**src/sv/cel_pkg.sv**
```systemverilog
// shared types, codes and sizes of the csr edge lookup block
package cel_pkg;

   localparam int MAX_NODES = 4096;
   localparam int MAX_EDGES = 16384;

   localparam int NODE_ID_W = 13;
   localparam int EDGE_IDX_W = 14;
   localparam int OFFSET_W = 15;
   localparam int PAT_W = 8;
   localparam int WORD_W = 16;
   localparam int DEPTH_W = 8;
   localparam int CHILD_W = 12;
   localparam int STATUS_W = 3;

   localparam int CSR_ADDR_W = 3;
   localparam int CSR_DATA_W = 32;

   // command codes of an input item
   localparam logic [1:0] CMD_NODE_WR = 2'd0;
   localparam logic [1:0] CMD_EDGE_WR = 2'd1;
   localparam logic [1:0] CMD_LOOKUP = 2'd2;

   // result status codes
   localparam logic [STATUS_W-1:0] STAT_FOUND = 3'd0;
   localparam logic [STATUS_W-1:0] STAT_SOLVED = 3'd1;
   localparam logic [STATUS_W-1:0] STAT_RANGE = 3'd2;
   localparam logic [STATUS_W-1:0] STAT_NOEDGE = 3'd3;
   localparam logic [STATUS_W-1:0] STAT_WRITTEN = 3'd4;

   // register indexes, selected by paddr[2]
   localparam logic REG_NODE_LIMIT = 1'b0;
   localparam logic REG_SOLVED_PATTERN = 1'b1;

   localparam logic [NODE_ID_W-1:0] NODE_LIMIT_RESET = 13'd0;
   localparam logic [PAT_W-1:0] SOLVED_PATTERN_RESET = 8'd242;

   typedef struct packed {
      logic [1:0]            command;
      logic [NODE_ID_W-1:0]  node_id;
      logic [EDGE_IDX_W-1:0] edge_index;
      logic [PAT_W-1:0]      pattern;
      logic [WORD_W-1:0]     word_index;
      logic [DEPTH_W-1:0]    node_depth;
      logic [OFFSET_W-1:0]   edge_offset;
      logic [CHILD_W-1:0]    child;
   } req_type;

   typedef struct packed {
      logic [STATUS_W-1:0] status;
      logic [CHILD_W-1:0]  child_node;
      logic [WORD_W-1:0]   word_index_out;
      logic [DEPTH_W-1:0]  depth_out;
   } rsp_type;

   typedef struct packed {
      logic [NODE_ID_W-1:0] node_limit;
      logic [PAT_W-1:0]     solved_pattern;
   } cfg_type;

   typedef enum logic [2:0] {
      OP_NODE_WR,
      OP_EDGE_WR,
      OP_WR_SKIP,
      OP_RANGE,
      OP_SOLVED,
      OP_SEARCH
   } op_type;

   typedef struct packed {
      op_type                op;
      logic [NODE_ID_W-1:0]  node_id;
      logic [EDGE_IDX_W-1:0] edge_index;
      logic [PAT_W-1:0]      pattern;
      logic [WORD_W-1:0]     word_index;
      logic [DEPTH_W-1:0]    node_depth;
      logic [OFFSET_W-1:0]   edge_offset;
      logic [CHILD_W-1:0]    child;
   } cmd_type;

   typedef struct packed {
      logic [WORD_W-1:0]   word_index;
      logic [DEPTH_W-1:0]  node_depth;
      logic [OFFSET_W-1:0] edge_offset;
   } node_rec_type;

   typedef struct packed {
      logic [PAT_W-1:0]   pattern;
      logic [CHILD_W-1:0] child;
   } edge_rec_type;

   typedef enum logic [2:0] {
      ST_IDLE,
      ST_NODE,
      ST_PROBE,
      ST_CMP,
      ST_LAST_RD,
      ST_LAST
   } state_type;

endpackage

```
**src/sv/cel_front.sv**
```systemverilog
// front end: accepts items and classifies them into queued commands
module cel_front (
   input  logic              clock,
   input  logic              reset,
   input  logic              req_valid,
   output logic              req_ready,
   input  cel_pkg::req_type  req_item,
   input  cel_pkg::cfg_type  cfg,
   output logic              push_valid,
   input  logic              push_ready,
   output cel_pkg::cmd_type  push_item
);
   import cel_pkg::*;

   logic range_bad;
   logic node_wr_ok;
   logic edge_wr_ok;
   logic cmd_known;

   assign range_bad = (req_item.node_id >= cfg.node_limit)
                   || (req_item.node_id >= NODE_ID_W'(MAX_NODES));
   // the sentinel slot is writable
   assign node_wr_ok = req_item.node_id <= NODE_ID_W'(MAX_NODES);
   assign edge_wr_ok = {1'b0, req_item.edge_index} < (EDGE_IDX_W + 1)'(MAX_EDGES);
   assign cmd_known = (req_item.command == CMD_NODE_WR) || (req_item.command == CMD_EDGE_WR)
                   || (req_item.command == CMD_LOOKUP);

   // unused command code is taken and dropped
   assign req_ready = push_ready;
   assign push_valid = req_valid && cmd_known;

   always_comb begin
      push_item.node_id = req_item.node_id;
      push_item.edge_index = req_item.edge_index;
      push_item.pattern = req_item.pattern;
      push_item.word_index = req_item.word_index;
      push_item.node_depth = req_item.node_depth;
      push_item.edge_offset = req_item.edge_offset;
      push_item.child = req_item.child;
      unique case (req_item.command)
         CMD_NODE_WR: begin
            push_item.op = node_wr_ok ? OP_NODE_WR : OP_WR_SKIP;
         end
         CMD_EDGE_WR: begin
            push_item.op = edge_wr_ok ? OP_EDGE_WR : OP_WR_SKIP;
         end
         CMD_LOOKUP: begin
            priority if (range_bad) begin
               push_item.op = OP_RANGE;
            end else if (req_item.pattern == cfg.solved_pattern) begin
               push_item.op = OP_SOLVED;
            end else begin
               push_item.op = OP_SEARCH;
            end
         end
         default: begin
            push_item.op = OP_WR_SKIP;
         end
      endcase
   end

   property p_drop_only_unknown;
      @(posedge clock) disable iff (reset)
         (req_valid && !push_valid) |-> !cmd_known;
   endproperty
   a_drop_only_unknown: assert property (p_drop_only_unknown)
      else $error("known command dropped by front end");

endmodule

```
**config.mk**
```make
export PLATFORM = sky130hd
export DESIGN_NAME = cel_front
export DESIGN_NICKNAME = d
export VERILOG_FILES = /design/src/sv/cel_pkg.sv /design/src/sv/cel_front.sv
export SDC_FILE = /design/constraint.sdc
export NUM_CORES = 1
export LEC_CHECK = 0
export BUFFER_PORTS_ARGS = -buffer_cell sky130_fd_sc_hd__buf_4
export CAP_MARGIN = 40
export CELL_PAD_IN_SITES_DETAIL_PLACEMENT = 0
export CELL_PAD_IN_SITES_GLOBAL_PLACEMENT = 1
export CORE_MARGIN = 10
export CORE_UTILIZATION = 16
export DETAILED_ROUTE_END_ITERATION = 8
export PLACE_DENSITY_LB_ADDON = 0.1
export REMOVE_ABC_BUFFERS = 1
export SLEW_MARGIN = 40
export SYNTH_ARGS = -nofsm -noshare
export SYNTH_HDL_FRONTEND = slang
export SYNTH_SLANG_ARGS = --single-unit
```
**constraint.sdc**
```tcl
create_clock -name vclk -period 1.94
set_input_delay 0.194 -clock vclk [all_inputs]
set_output_delay 0.194 -clock vclk [all_outputs]
set_load 0.005 [all_outputs]
```
==> results_dict.tcl <==
set metrics [dict create \
    worst_slew_margin_rel_pct 74.2 \
    starting_density_pct 16.3 \
    worst_slack_ps -29.0 \
    critical_path.n_buffers_inverters 2 \
    drive_above_1_share_pct 64.9 \
    timing.critical_path.arrival_ps 1770 \
    total_gr_overflow 0 \
    critical-path-slowest-cell "sky130_fd_sc_hd__nor4_4" \
    hold_violations 0 \
    cell_internal_pwr_uw 173 \
    multiInputGateArea_um2 547 \
    core_region_area_mm2 0.00718 \
    max_freq_ghz 0.508 \
    finish.instance_area_mm2 0.00136 \
    worstHoldPathType "input port to output pin" \
    design.final.nets 279 \
    postRouteAntennaNets 0 \
    gp_routability_congestion 0.694 \
    max_stage_delay_ps 370 \
    1st_pass_router_iterations 4 \
    first_global_vias 1063 \
    route.final.wire_length_um 8560 \
    clock_power_share_pct 0 \
    route.detailed.drc 0 \
    num_antenna_cells 0 \
    crit_path_end_kind "output pin" \
    synth.yosys.warnings 0 \
    placed_area_mm2 0.00124 \
    top_level_ports 204 \
    power.density_mw_per_mm2 210 \
    violations "negative setup slack" \
    setup_tns_ps -34.5 \
    die_x_um 106 \
    startpoint_type "input port" \
    power.share.switching_pct 39.5 \
    post_synth_inst_count 156 \
    dp.cells 248 \
    worst_pin_slew_ps 382 \
    ir_worst_vdd_v 0.0000591 \
    p_comb_share_pct 100.0 \
    seq_power_share_pct 0 \
    critical_path_required_ps 1750 \
    syn_avg_cell_area_um2 7.52 \
    post_cts_hold_buffer_count 0 \
    critical-path-top-delay-family "compound AO/OA/AOI/OAI gates" \
    leakagePower_nw 0.668 \
    floorplan.die_area_mm2 0.0112 \
    antenna_found_initial 0 \
    detailedPlace.worstSlack_ps -82.1 \
    synth_top_cell_area_share_pct 55.7 \
    dp.final_hpwl_um 8020 \
    timing.critical_path.cells "buf_6 > ha_4 > a211oi_2 > o21ai_2 > nor4_4 > a211oi_1 > a211o_1 > buf_4" \
    global_route_wire_length_before_repair_um 10800 \
    synth_top_cells_by_area "sky130_fd_sc_hd__buf_4 (56%), sky130_fd_sc_hd__ha_1 (14%), sky130_fd_sc_hd__xor2_1 (6.0%)" \
    regArea_um2 0 \
    die_height_um 106 \
    seq_area_frac_synth_pct 0 \
    dr.first_iter.drc_count 13 \
    final-max-slew-violation-count 0 \
    finalCritPeriodShare_pct 101 \
    path_class "input port to output pin" \
    setup_viol 2 \
    synthesis.area_mm2 0.00117 \
    run_status "complete, but fails checks" \
    clockBufferCount 0 \
    vias_per_cell 3.85 \
    largest_net_degree_at_the_start_of_global_routing 6 \
    global_route.usage.total_pct 14.1 \
    buffer_ports.inserted 70 \
    nFillCells 839 \
    fin_hold_ws_ps 388 \
    p_sw_uw 113 \
    post-layout-total-power_uw 285 \
    critical_path_fanout_max 2 \
    finalNonFillerCells 250 \
    fin_util_pct 18.9 \
    syn_to_final_growth_pct 15.7 \
    floorplan.rows 31 \
    cap_violations 0 \
    layout_min_cycle_time_ps 1970 \
    rsz0062_at_grt "true" \
    seq_cell_count 0 \
    wl_per_cell_um 34.2 \
    detailed_route_via_count 962 \
    post_synth_num_cell_types 24 \
    synth_top_cell_by_area "sky130_fd_sc_hd__buf_4" \
]
## area by class of cell
| cell class | count | area share (%) |
|---|---|---|
| multi-input cells | 54 | 40.3 |
| inverters | 15 | 4.34 |
| repair buffers | 82 | 46.2 |
| well taps | 99 | 9.13 |
## placed cells by master (no fill, tap or decap), types with 2 or more instances in the layout
cell and count:
sky130_fd_sc_hd__xor2_1 8, sky130_fd_sc_hd__buf_6 3, sky130_fd_sc_hd__a211oi_2 2, sky130_fd_sc_hd__nor4_1 5, sky130_fd_sc_hd__inv_1 13, sky130_fd_sc_hd__ha_4 5, sky130_fd_sc_hd__nor2_1 4, sky130_fd_sc_hd__a21oi_1 2
sky130_fd_sc_hd__ha_1 7, sky130_fd_sc_hd__buf_4 79
## cells in the mapped netlist (all sizes together)
master / instances
buf: 87
inv: 15
ha: 13
xor2: 8
nor4: 6
nor2: 5
a21oi: 4
a211oi: 3
o21ai: 3
nor3b: 2
a211o: 1
a221o: 1
a41oi: 1
and2: 1
nand2: 1
nand2b: 1
nand3: 1
nand4: 1
nor2b: 1
o31ai: 1
## per-layer routing
| metal | global-route usage (%) | share of wire, % | vias to the layer above |
|---|---|---|---|
| met5 | 1.34 | 0 | - |
| met4 | 0.0967 | 0 | 0 |
| met3 | 22.0 | 33 | 0 |
| met2 | 16.6 | 34 | 152 |
| met1 | 13.7 | 33 | 400 |
| li1 | - | - | 410 |
## power groups by stage
stage                     Combinational, mW  Clock, mW  Sequential, mW
after CTS                             0.281          0               0
after global routing                  0.318          0               0
after global placement                0.258          0               0
final                                 0.285          0               0
after floorplan                      0.0813          0               0
after detailed placement              0.258          0               0
## repair_timing
item                       CTS  global route
pin swaps                    4             3
setup endpoints to repair    2             3
gates resized for setup     12             5
setup buffers                1             1
## final timing paths
check	slack [ps]	end	startpoint	cells after the start
worst max-delay path	-30	push_item[86]	req_item[85]	8
worst min-delay path	390	push_item[3]	req_item[3]	0
## cells by family (layout without fill, tap and decap cells)
logic type      Yosys count  in the layout  share of synthesized area, %
simple gates             19             19                          10.2
fa+ha+maj                13             13                          13.9
compound gates           14             14                          9.39
xor+xnor                  8              8                          5.98
buf+inv                 102             97                          60.5
Note: power is estimated with default switching activity, not from simulation.
