--- src/sv/cel_pkg.sv ---
// shared types, codes and sizes of the csr edge lookup block
package cel_pkg;

   localparam int MAX_NODES = 4096;
   localparam int MAX_EDGES = 16384;

   localparam int NODE_ID_W = 13;
   localparam int EDGE_IDX_W = 14;
   localparam int OFFSET_W = 15;
   localparam int PAT_W = 8;
   localparam int WORD_W = 16;
   localparam int DEPTH_W = 8;
   localparam int CHILD_W = 12;
   localparam int STATUS_W = 3;

   localparam int CSR_ADDR_W = 3;
   localparam int CSR_DATA_W = 32;

   // command codes of an input item
   localparam logic [1:0] CMD_NODE_WR = 2'd0;
   localparam logic [1:0] CMD_EDGE_WR = 2'd1;
   localparam logic [1:0] CMD_LOOKUP = 2'd2;

   // result status codes
   localparam logic [STATUS_W-1:0] STAT_FOUND = 3'd0;
   localparam logic [STATUS_W-1:0] STAT_SOLVED = 3'd1;
   localparam logic [STATUS_W-1:0] STAT_RANGE = 3'd2;
   localparam logic [STATUS_W-1:0] STAT_NOEDGE = 3'd3;
   localparam logic [STATUS_W-1:0] STAT_WRITTEN = 3'd4;

   // register indexes, selected by paddr[2]
   localparam logic REG_NODE_LIMIT = 1'b0;
   localparam logic REG_SOLVED_PATTERN = 1'b1;

   localparam logic [NODE_ID_W-1:0] NODE_LIMIT_RESET = 13'd0;
   localparam logic [PAT_W-1:0] SOLVED_PATTERN_RESET = 8'd242;

   typedef struct packed {
      logic [1:0]            command;
      logic [NODE_ID_W-1:0]  node_id;
      logic [EDGE_IDX_W-1:0] edge_index;
      logic [PAT_W-1:0]      pattern;
      logic [WORD_W-1:0]     word_index;
      logic [DEPTH_W-1:0]    node_depth;
      logic [OFFSET_W-1:0]   edge_offset;
      logic [CHILD_W-1:0]    child;
   } req_type;

   typedef struct packed {
      logic [STATUS_W-1:0] status;
      logic [CHILD_W-1:0]  child_node;
      logic [WORD_W-1:0]   word_index_out;
      logic [DEPTH_W-1:0]  depth_out;
   } rsp_type;

   typedef struct packed {
      logic [NODE_ID_W-1:0] node_limit;
      logic [PAT_W-1:0]     solved_pattern;
   } cfg_type;

   typedef enum logic [2:0] {
      OP_NODE_WR,
      OP_EDGE_WR,
      OP_WR_SKIP,
      OP_RANGE,
      OP_SOLVED,
      OP_SEARCH
   } op_type;

   typedef struct packed {
      op_type                op;
      logic [NODE_ID_W-1:0]  node_id;
      logic [EDGE_IDX_W-1:0] edge_index;
      logic [PAT_W-1:0]      pattern;
      logic [WORD_W-1:0]     word_index;
      logic [DEPTH_W-1:0]    node_depth;
      logic [OFFSET_W-1:0]   edge_offset;
      logic [CHILD_W-1:0]    child;
   } cmd_type;

   typedef struct packed {
      logic [WORD_W-1:0]   word_index;
      logic [DEPTH_W-1:0]  node_depth;
      logic [OFFSET_W-1:0] edge_offset;
   } node_rec_type;

   typedef struct packed {
      logic [PAT_W-1:0]   pattern;
      logic [CHILD_W-1:0] child;
   } edge_rec_type;

   typedef enum logic [2:0] {
      ST_IDLE,
      ST_NODE,
      ST_PROBE,
      ST_CMP,
      ST_LAST_RD,
      ST_LAST
   } state_type;

endpackage

--- src/sv/cel_queue.sv ---
// two-entry command queue between front and back
module cel_queue (
   input  logic              clock,
   input  logic              reset,
   input  logic              push_valid,
   output logic              push_ready,
   input  cel_pkg::cmd_type  push_item,
   output logic              pop_valid,
   input  logic              pop_ready,
   output cel_pkg::cmd_type  pop_item
);
   import cel_pkg::*;

   cmd_type    q_ff [2];
   logic       wr_ptr_ff, wr_ptr_in;
   logic       rd_ptr_ff, rd_ptr_in;
   logic [1:0] cnt_ff, cnt_in;
   logic       do_push, do_pop;

   assign push_ready = cnt_ff != 2'd2;
   assign pop_valid = cnt_ff != 2'd0;
   assign pop_item = q_ff[rd_ptr_ff];
   assign do_push = push_valid && push_ready;
   assign do_pop = pop_valid && pop_ready;

   always_comb begin
      wr_ptr_in = do_push ? ~wr_ptr_ff : wr_ptr_ff;
      rd_ptr_in = do_pop ? ~rd_ptr_ff : rd_ptr_ff;
      cnt_in = cnt_ff + {1'b0, do_push} - {1'b0, do_pop};
   end

   always_ff @(posedge clock) begin
      if (reset) begin
         wr_ptr_ff <= 1'b0;
         rd_ptr_ff <= 1'b0;
         cnt_ff <= 2'd0;
      end else begin
         wr_ptr_ff <= wr_ptr_in;
         rd_ptr_ff <= rd_ptr_in;
         cnt_ff <= cnt_in;
      end
   end

   always_ff @(posedge clock) begin
      if (do_push) begin
         q_ff[wr_ptr_ff] <= push_item;
      end
   end

   property p_ptrs_match_count;
      @(posedge clock) disable iff (reset)
         (cnt_ff == 2'd0 || cnt_ff == 2'd2) |-> (wr_ptr_ff == rd_ptr_ff);
   endproperty
   a_ptrs_match_count: assert property (p_ptrs_match_count)
      else $error("queue pointers disagree with fill count");

endmodule

--- config.mk ---
export PLATFORM = sky130hd
export DESIGN_NAME = cel_queue
export DESIGN_NICKNAME = d
export VERILOG_FILES = /design/src/sv/cel_pkg.sv /design/src/sv/cel_queue.sv
export SDC_FILE = /design/constraint.sdc
export NUM_CORES = 1
export LEC_CHECK = 0
export BUFFER_PORTS_ARGS = -buffer_cell sky130_fd_sc_hd__buf_4
export CORE_MARGIN = 2
export CORE_UTILIZATION = 56
export CTS_CLUSTER_SIZE = 25
export DETAILED_ROUTE_END_ITERATION = 10
export PLACE_DENSITY_LB_ADDON = 0.12
export SLEW_MARGIN = 20
export SYNTH_ARGS = -nofsm -noshare
export SYNTH_HDL_FRONTEND = slang
export SYNTH_SLANG_ARGS = --single-unit
--- constraint.sdc ---
create_clock -name clock -period 9.4 [get_ports clock]
set_input_delay 0.47 -clock clock [delete_from_list [all_inputs] [get_ports clock]]
set_output_delay 0.47 -clock clock [all_outputs]
set_load 0.05 [all_outputs]
==> flow_summary.json, run 1 <==
{
  "critPathKind": "reg2out",
  "first_pass_iters": 11,
  "skew_ps": 5.30,
  "reg2reg_depth": 3,
  "synthMuxAreaShare_pct": 15.7,
  "endpoint_kind": "output pin",
  "antenna_cells": 0,
  "hold_viol": 0,
  "power_frac_seq_pct": 40.0,
  "power.switching_w": 0.000935,
  "synth_edf_count": 178,
  "hpwl_um": 7730,
  "tightest_slew_ps": 877,
  "crit_fanout": 62,
  "maxCapViolCount": 0,
  "clkLatencyLatePin_ps": 420,
  "post-synth-top-area-cell": "edfxtp_1",
  "synth-async-reset-ratio_pct": 0,
  "routedWlPerCell_um": 18.0,
  "hp-start": "push_item[37]",
  "p_per_area_nw_per_um2": 304,
  "grt-ovfl-total": 0,
  "max_slew_margin_pct": 41.5,
  "core_area_um2": 11500,
  "synth_commonest_cells": "178 x edfxtp_1, 80 x mux2_2, 10 x mux2_4, 7 x buf_2",
  "ys.flop_type": "edfxtp_1",
  "comb_power_share_pct": 35.5,
  "yosysWarnings": 0,
  "netlist_instances": 301,
  "track_usage_pct": 18.7,
  "grtUsageMet3_pct": 7.34,
  "synth.most_common_cell": "edfxtp_1",
  "rsz0062_at_grt": "false",
  "setup_viol": 0,
  "ant_nets": 0,
  "crit_required_ps": 8930,
  "swShare_pct": 35.1,
  "max_freq_mhz": 343,
  "cts_tree": "built",
  "die_x_um": 113,
  "num_rows": 39,
  "io_pins": 184,
  "avgSynthCellArea_um2": 22.2,
  "grt.met2_usage_pct": 30.6,
  "gr-usage-met1_pct": 22.0,
  "synthSimpleGateAreaFrac_pct": 0.805,
  "cts.sinks": 183,
  "fin_cells": 651,
  "cts_made_buffers": 17,
  "grt_busiest_layer": "met2",
  "cts-root-buf": "clkbuf_16",
  "r2r_start": "cnt_ff[0]",
  "fin_setup_tns_ps": 0,
  "drtIter0Drc": 195,
  "syn_to_final_growth_pct": 31.0,
  "drc": 12,
  "die_area_um2": 12800,
  "rr_endpoint": "q_ff[1][79]",
  "hold_class": "in2reg",
  "synth-compound-area-share_pct": 0.112,
  "drv_slew": 0,
  "synth_top_family_by_area": "multiplexers",
  "violations": "DRC",
  "synthAdderAreaFrac_pct": 0.375,
  "port_buffers": 183,
  "synth_nets": 396,
  "clockBufferDepth": 2,
  "rrSetupSlack_ps": 7220,
  "vdd_drop_max_v": 0.000168,
  "synth.distinct_cells": 17,
  "viasPerCell": 5.14,
  "p_clk_share_pct": 24.5,
  "critPathLaunchType": "flip-flop",
  "placed_cells": 621,
  "cts_resized": 0,
  "htreeDepth": 4,
  "place.gp.congestion": 0.708,
  "grt_pass1_vias": 3473,
  "cts_hold_buf": 0,
  "ys_seq_area_share_pct": 81.5,
  "min_period_over_period_pct": 31.0,
  "crit_arrival_ps": 2440,
  "fin_crit_ps": 2910,
  "grt_max_degree": 63,
  "leakage_nw": 3.30,
  "clk_pin_slew_ps": 60,
  "synth-seq-cells": 183,
  "vias": 3347,
  "postCtsSetupBuffers": 0,
  "die_h_um": 113,
  "p_int_w": 0.00173,
  "holdPathEnd": "q_ff[1][37]",
  "synth_area_leaders": "edfxtp_1 80%, mux2_2 13%, mux2_4 2.2%",
  "layout.nets": 592,
  "grt_pass1_wl_um": 17700,
  "synth_top_area_share_pct": 80.0,
  "start_util_pct": 58.0,
  "syn_area_um2": 6680,
  "drive_above_1_share_pct": 60.4,
  "status": "finished, violations left",
  "holdPathStages": 1,
  "routed_wl_um": 11700,
  "antenna_found_initial": 0,
  "synth-xor-area-share_pct": 0.393
}
flip-flops by register name (all words and copies together) (netlist names), named ones only:
signal,cells
wr_ptr_ff,1
rd_ptr_ff,1
q_ff,178
cnt_ff,2
power by group through the flow:
stage | Sequential [W] | Combinational, W | Clock [W]
2_1_floorplan | 0.00107 | 0.000708 | 0
3_3_place_gp | 0.00108 | 0.000949 | 0
3_5_place_dp | 0.00109 | 0.000952 | 0
4_1_cts | 0.00107 | 0.000956 | 0.000665
5_1_grt | 0.00108 | 0.000988 | 0.000695
6_report | 0.00107 | 0.000946 | 0.000651
metal layers:
metal	vias up	wire length, um
met2	123	5990
met3	14	1030
met4	0	189
li1	1577	-
met5	-	0
met1	1633	4510
placed cells by master, fill, tap and decap left out, drive strengths merged:
master,count
clkbuf,18
dfxtp,5
xnor2,2
o21a,1
buf,187
nand2b,1
clkinvlp,1
nor2,5
or2,1
and3,1
xor2,1
mux2,90
nor2b,2
nand2,1
ha,2
edfxtp,178
clkinv,9
bufinv,2
inv,1
through the flow:
step                      area [um^2]  setup WS (ps)  hold WS (ps)  total power [W]  util [%]
after CTS                        8750           6450           214          0.00269      76.0
after floorplan                  6680           4140           481          0.00178         -
final                            8750           6490           235          0.00266      76.0
after detailed placement         8210           6920           549          0.00204      71.3
after global routing             8750           6350           214          0.00276      76.0
after global placement           8210           6920           498          0.00203      71.3
final cells by class:
| type | count | area [um^2] |
|---|---|---|
| Clock buffer | 18 | 429 |
| Multi-Input combinational cell | 107 | 1180 |
| Fill cell | 692 | 2760 |
| Timing Repair Buffer | 187 | 1400 |
| Clock inverter | 12 | 113 |
| Sequential cell | 183 | 5450 |
| Tap cell | 143 | 179 |
| Inverter | 1 | 3.75 |
worst max path at each step:
stage / end / slack [ps] / depth (start not counted)
finish: pop_item[35] / 6490 / 3
global route: pop_item[31] / 6350 / 3
CTS: pop_item[35] / 6450 / 3
detailed placement: pop_item[39] / 6920 / 3
global placement: pop_item[34] / 6920 / 3
floorplan: q_ff[0][0] / 4140 / 3
worst max-delay path, cell delays in order, from the launching register on:
cell     delay [ps]
dfxtp_4         580
buf_4           730
mux2_2          440
buf_4           200
kinds of logic after synthesis:
| family | after synthesis |
|---|---|
| xor+xnor | 3 |
| compound gates | 1 |
| buf+inv | 11 |
| fa+ha+maj | 2 |
| flops | 183 |
| mux | 90 |
| simple gates | 11 |
Power figures use the tool's default switching activity.
==> run 2, diff against run 1 <==
- CORE_UTILIZATION: 56 -> 52
- clock period: 9.4 -> 3 ns (I/O delays scaled with it)
==> flow_summary.json, run 2 (synthesized netlist as in run 1, its figures left out) <==
{
  "vdd_drop_max_v": 0.000709,
  "postCtsSetupBuffers": 0,
  "cts.sinks": 183,
  "clkLatencyLatePin_ps": 420,
  "cts_resized": 0,
  "largest_reg_flops": 178,
  "num_rows": 41,
  "hold_ws_ps": 192,
  "die_h_um": 117,
  "grt-ovfl-total": 0,
  "leakage_nw": 3.75,
  "place.gp.congestion": 0.742,
  "fillerInstances": 694,
  "crit_arrival_ps": 2100,
  "crit_required_ps": 2850,
  "routed_wl_um": 13700,
  "grt_pass1_wl_um": 21400,
  "critPathLaunchType": "flip-flop",
  "hpwl_um": 8140,
  "clk_pin_slew_ps": 60,
  "crit_slowest_cell": "dfxtp_4",
  "min_period_over_period_pct": 74.9,
  "port_buffers": 183,
  "start_util_pct": 53.2,
  "p_total_w": 0.00886,
  "grt_pass1_vias": 4130,
  "cts_hold_buf": 90,
  "io_pins": 184,
  "crit_buf_inv": 2,
  "fin_setup_tns_ps": 0,
  "cts_tree": "built",
  "hold_viol": 0,
  "crit_chain": "buf_4, mux2_2, buf_4",
  "htreeDepth": 4,
  "final_common_cell": "buf_4",
  "drtIter0Drc": 238,
  "vias": 3796,
  "layout_common_cells": "189 x buf_4, 178 x edfxtp_1, 90 x dlygate4sd3_1, 80 x mux2_2, 17 x clkbuf_16",
  "rrSetupSlack_ps": 1000,
  "largest_register": "q_ff",
  "routedWlPerCell_um": 17.7,
  "ff_latch_area_um2": 5450,
  "antenna_cells": 0,
  "max_slew_margin_pct": 44.7,
  "drive_above_1_share_pct": 52.2,
  "syn_to_final_growth_pct": 47.5,
  "fin_crit_ps": 2250,
  "first_pass_iters": 4,
  "die_x_um": 117,
  "critPathKind": "reg2out",
  "layout.nets": 687,
  "cpMostUsedCell": "buf_4",
  "endpoint_kind": "output pin",
  "skew_ps": 4.49,
  "critical_path.top_delay_family": "flip-flops",
  "cts_made_buffers": 17,
  "max_stage_delay_ps": 730,
  "core_area_um2": 12600,
  "cts-root-buf": "clkbuf_16",
  "status": "completed",
  "drv_slew": 0,
  "largest_registers": "q_ff x178, cnt_ff x2",
  "rsz0062_at_grt": "false",
  "grt_max_degree": 43,
  "drc": 0,
  "maxCapViolCount": 0,
  "tightest_slew_ps": 828,
  "setup_viol": 0,
  "multi_input_area_um2": 1180,
  "p_per_area_nw_per_um2": 898,
  "die_area_um2": 13800,
  "max_freq_mhz": 445,
  "track_usage_pct": 20.6,
  "antenna_found_initial": 0,
  "crit_fanout": 39,
  "clockBufferDepth": 2,
  "hold_class": "in2reg",
  "viasPerCell": 4.89,
  "ant_nets": 0
}
run 2: cell types whose count changed in the layout (fill, tap and decap cells not counted), sizes merged:
cell         change
clkinv           -2
buf              +5
bufinv           +3
dlygate4sd3     +90
clkbuf           -1
clkinvlp         +2
run 2: final timing paths:
path                  start           end  depth (start not counted)
setup reg to reg  cnt_ff[0]   q_ff[0][55]                          4
setup / recovery  flip-flop  pop_item[55]                          3
hold reg to reg   rd_ptr_ff     rd_ptr_ff                          2
hold / removal    pop_ready     rd_ptr_ff                          4
run 2: report_power, final:
group	internal, W	switching (W)	total (W)
Clock	0.00147	0.000887	0.00235
Sequential	0.00321	0.000158	0.00337
Combinational	0.00113	0.00200	0.00313
Total	0.00581	0.00305	0.00886
run 2: final cells by class:
| class | instances | area share (%) |
|---|---|---|
| Clock buffer | 17 | 4.32 |
| Clock inverter | 15 | 2.12 |
| Inverter | 1 | 0.0381 |
| Multi-Input combinational cell | 107 | 11.9 |
| Sequential cell | 183 | 55.3 |
| Tap cell | 172 | 2.18 |
| Timing Repair Buffer | 282 | 24.1 |
run 2: worst register-to-register path, stage by stage, from the launching register on:
cell      delay [ps]
dfxtp_1          360
nand2b_1         180
nand2_1          150
nor2_4           660
buf_4            340
run 2: layer usage:
| layer | up-vias | routed length, um | global-route usage [%] |
|---|---|---|---|
| met3 | 17 | 785 | 6.42 |
| met1 | 1875 | 5380 | 23.2 |
| li1 | 1767 | - | - |
| met5 | - | 0 | 0 |
| met4 | 0 | 209 | 8.66 |
| met2 | 137 | 7350 | 36.2 |
run 2: through the flow:
step / worst slack, ps / std cells / utilization (%) / cell area (um^2)
finish: 753 / 777 / 78.4 / 9860
global route: 665 / 777 / 78.4 / 9860
CTS: 729 / 777 / 78.4 / 9860
detailed placement: 1000 / 655 / 66.2 / 8320
global placement: 1060 / 655 / 66.2 / 8320
floorplan: 205 / 301 / - / 6690
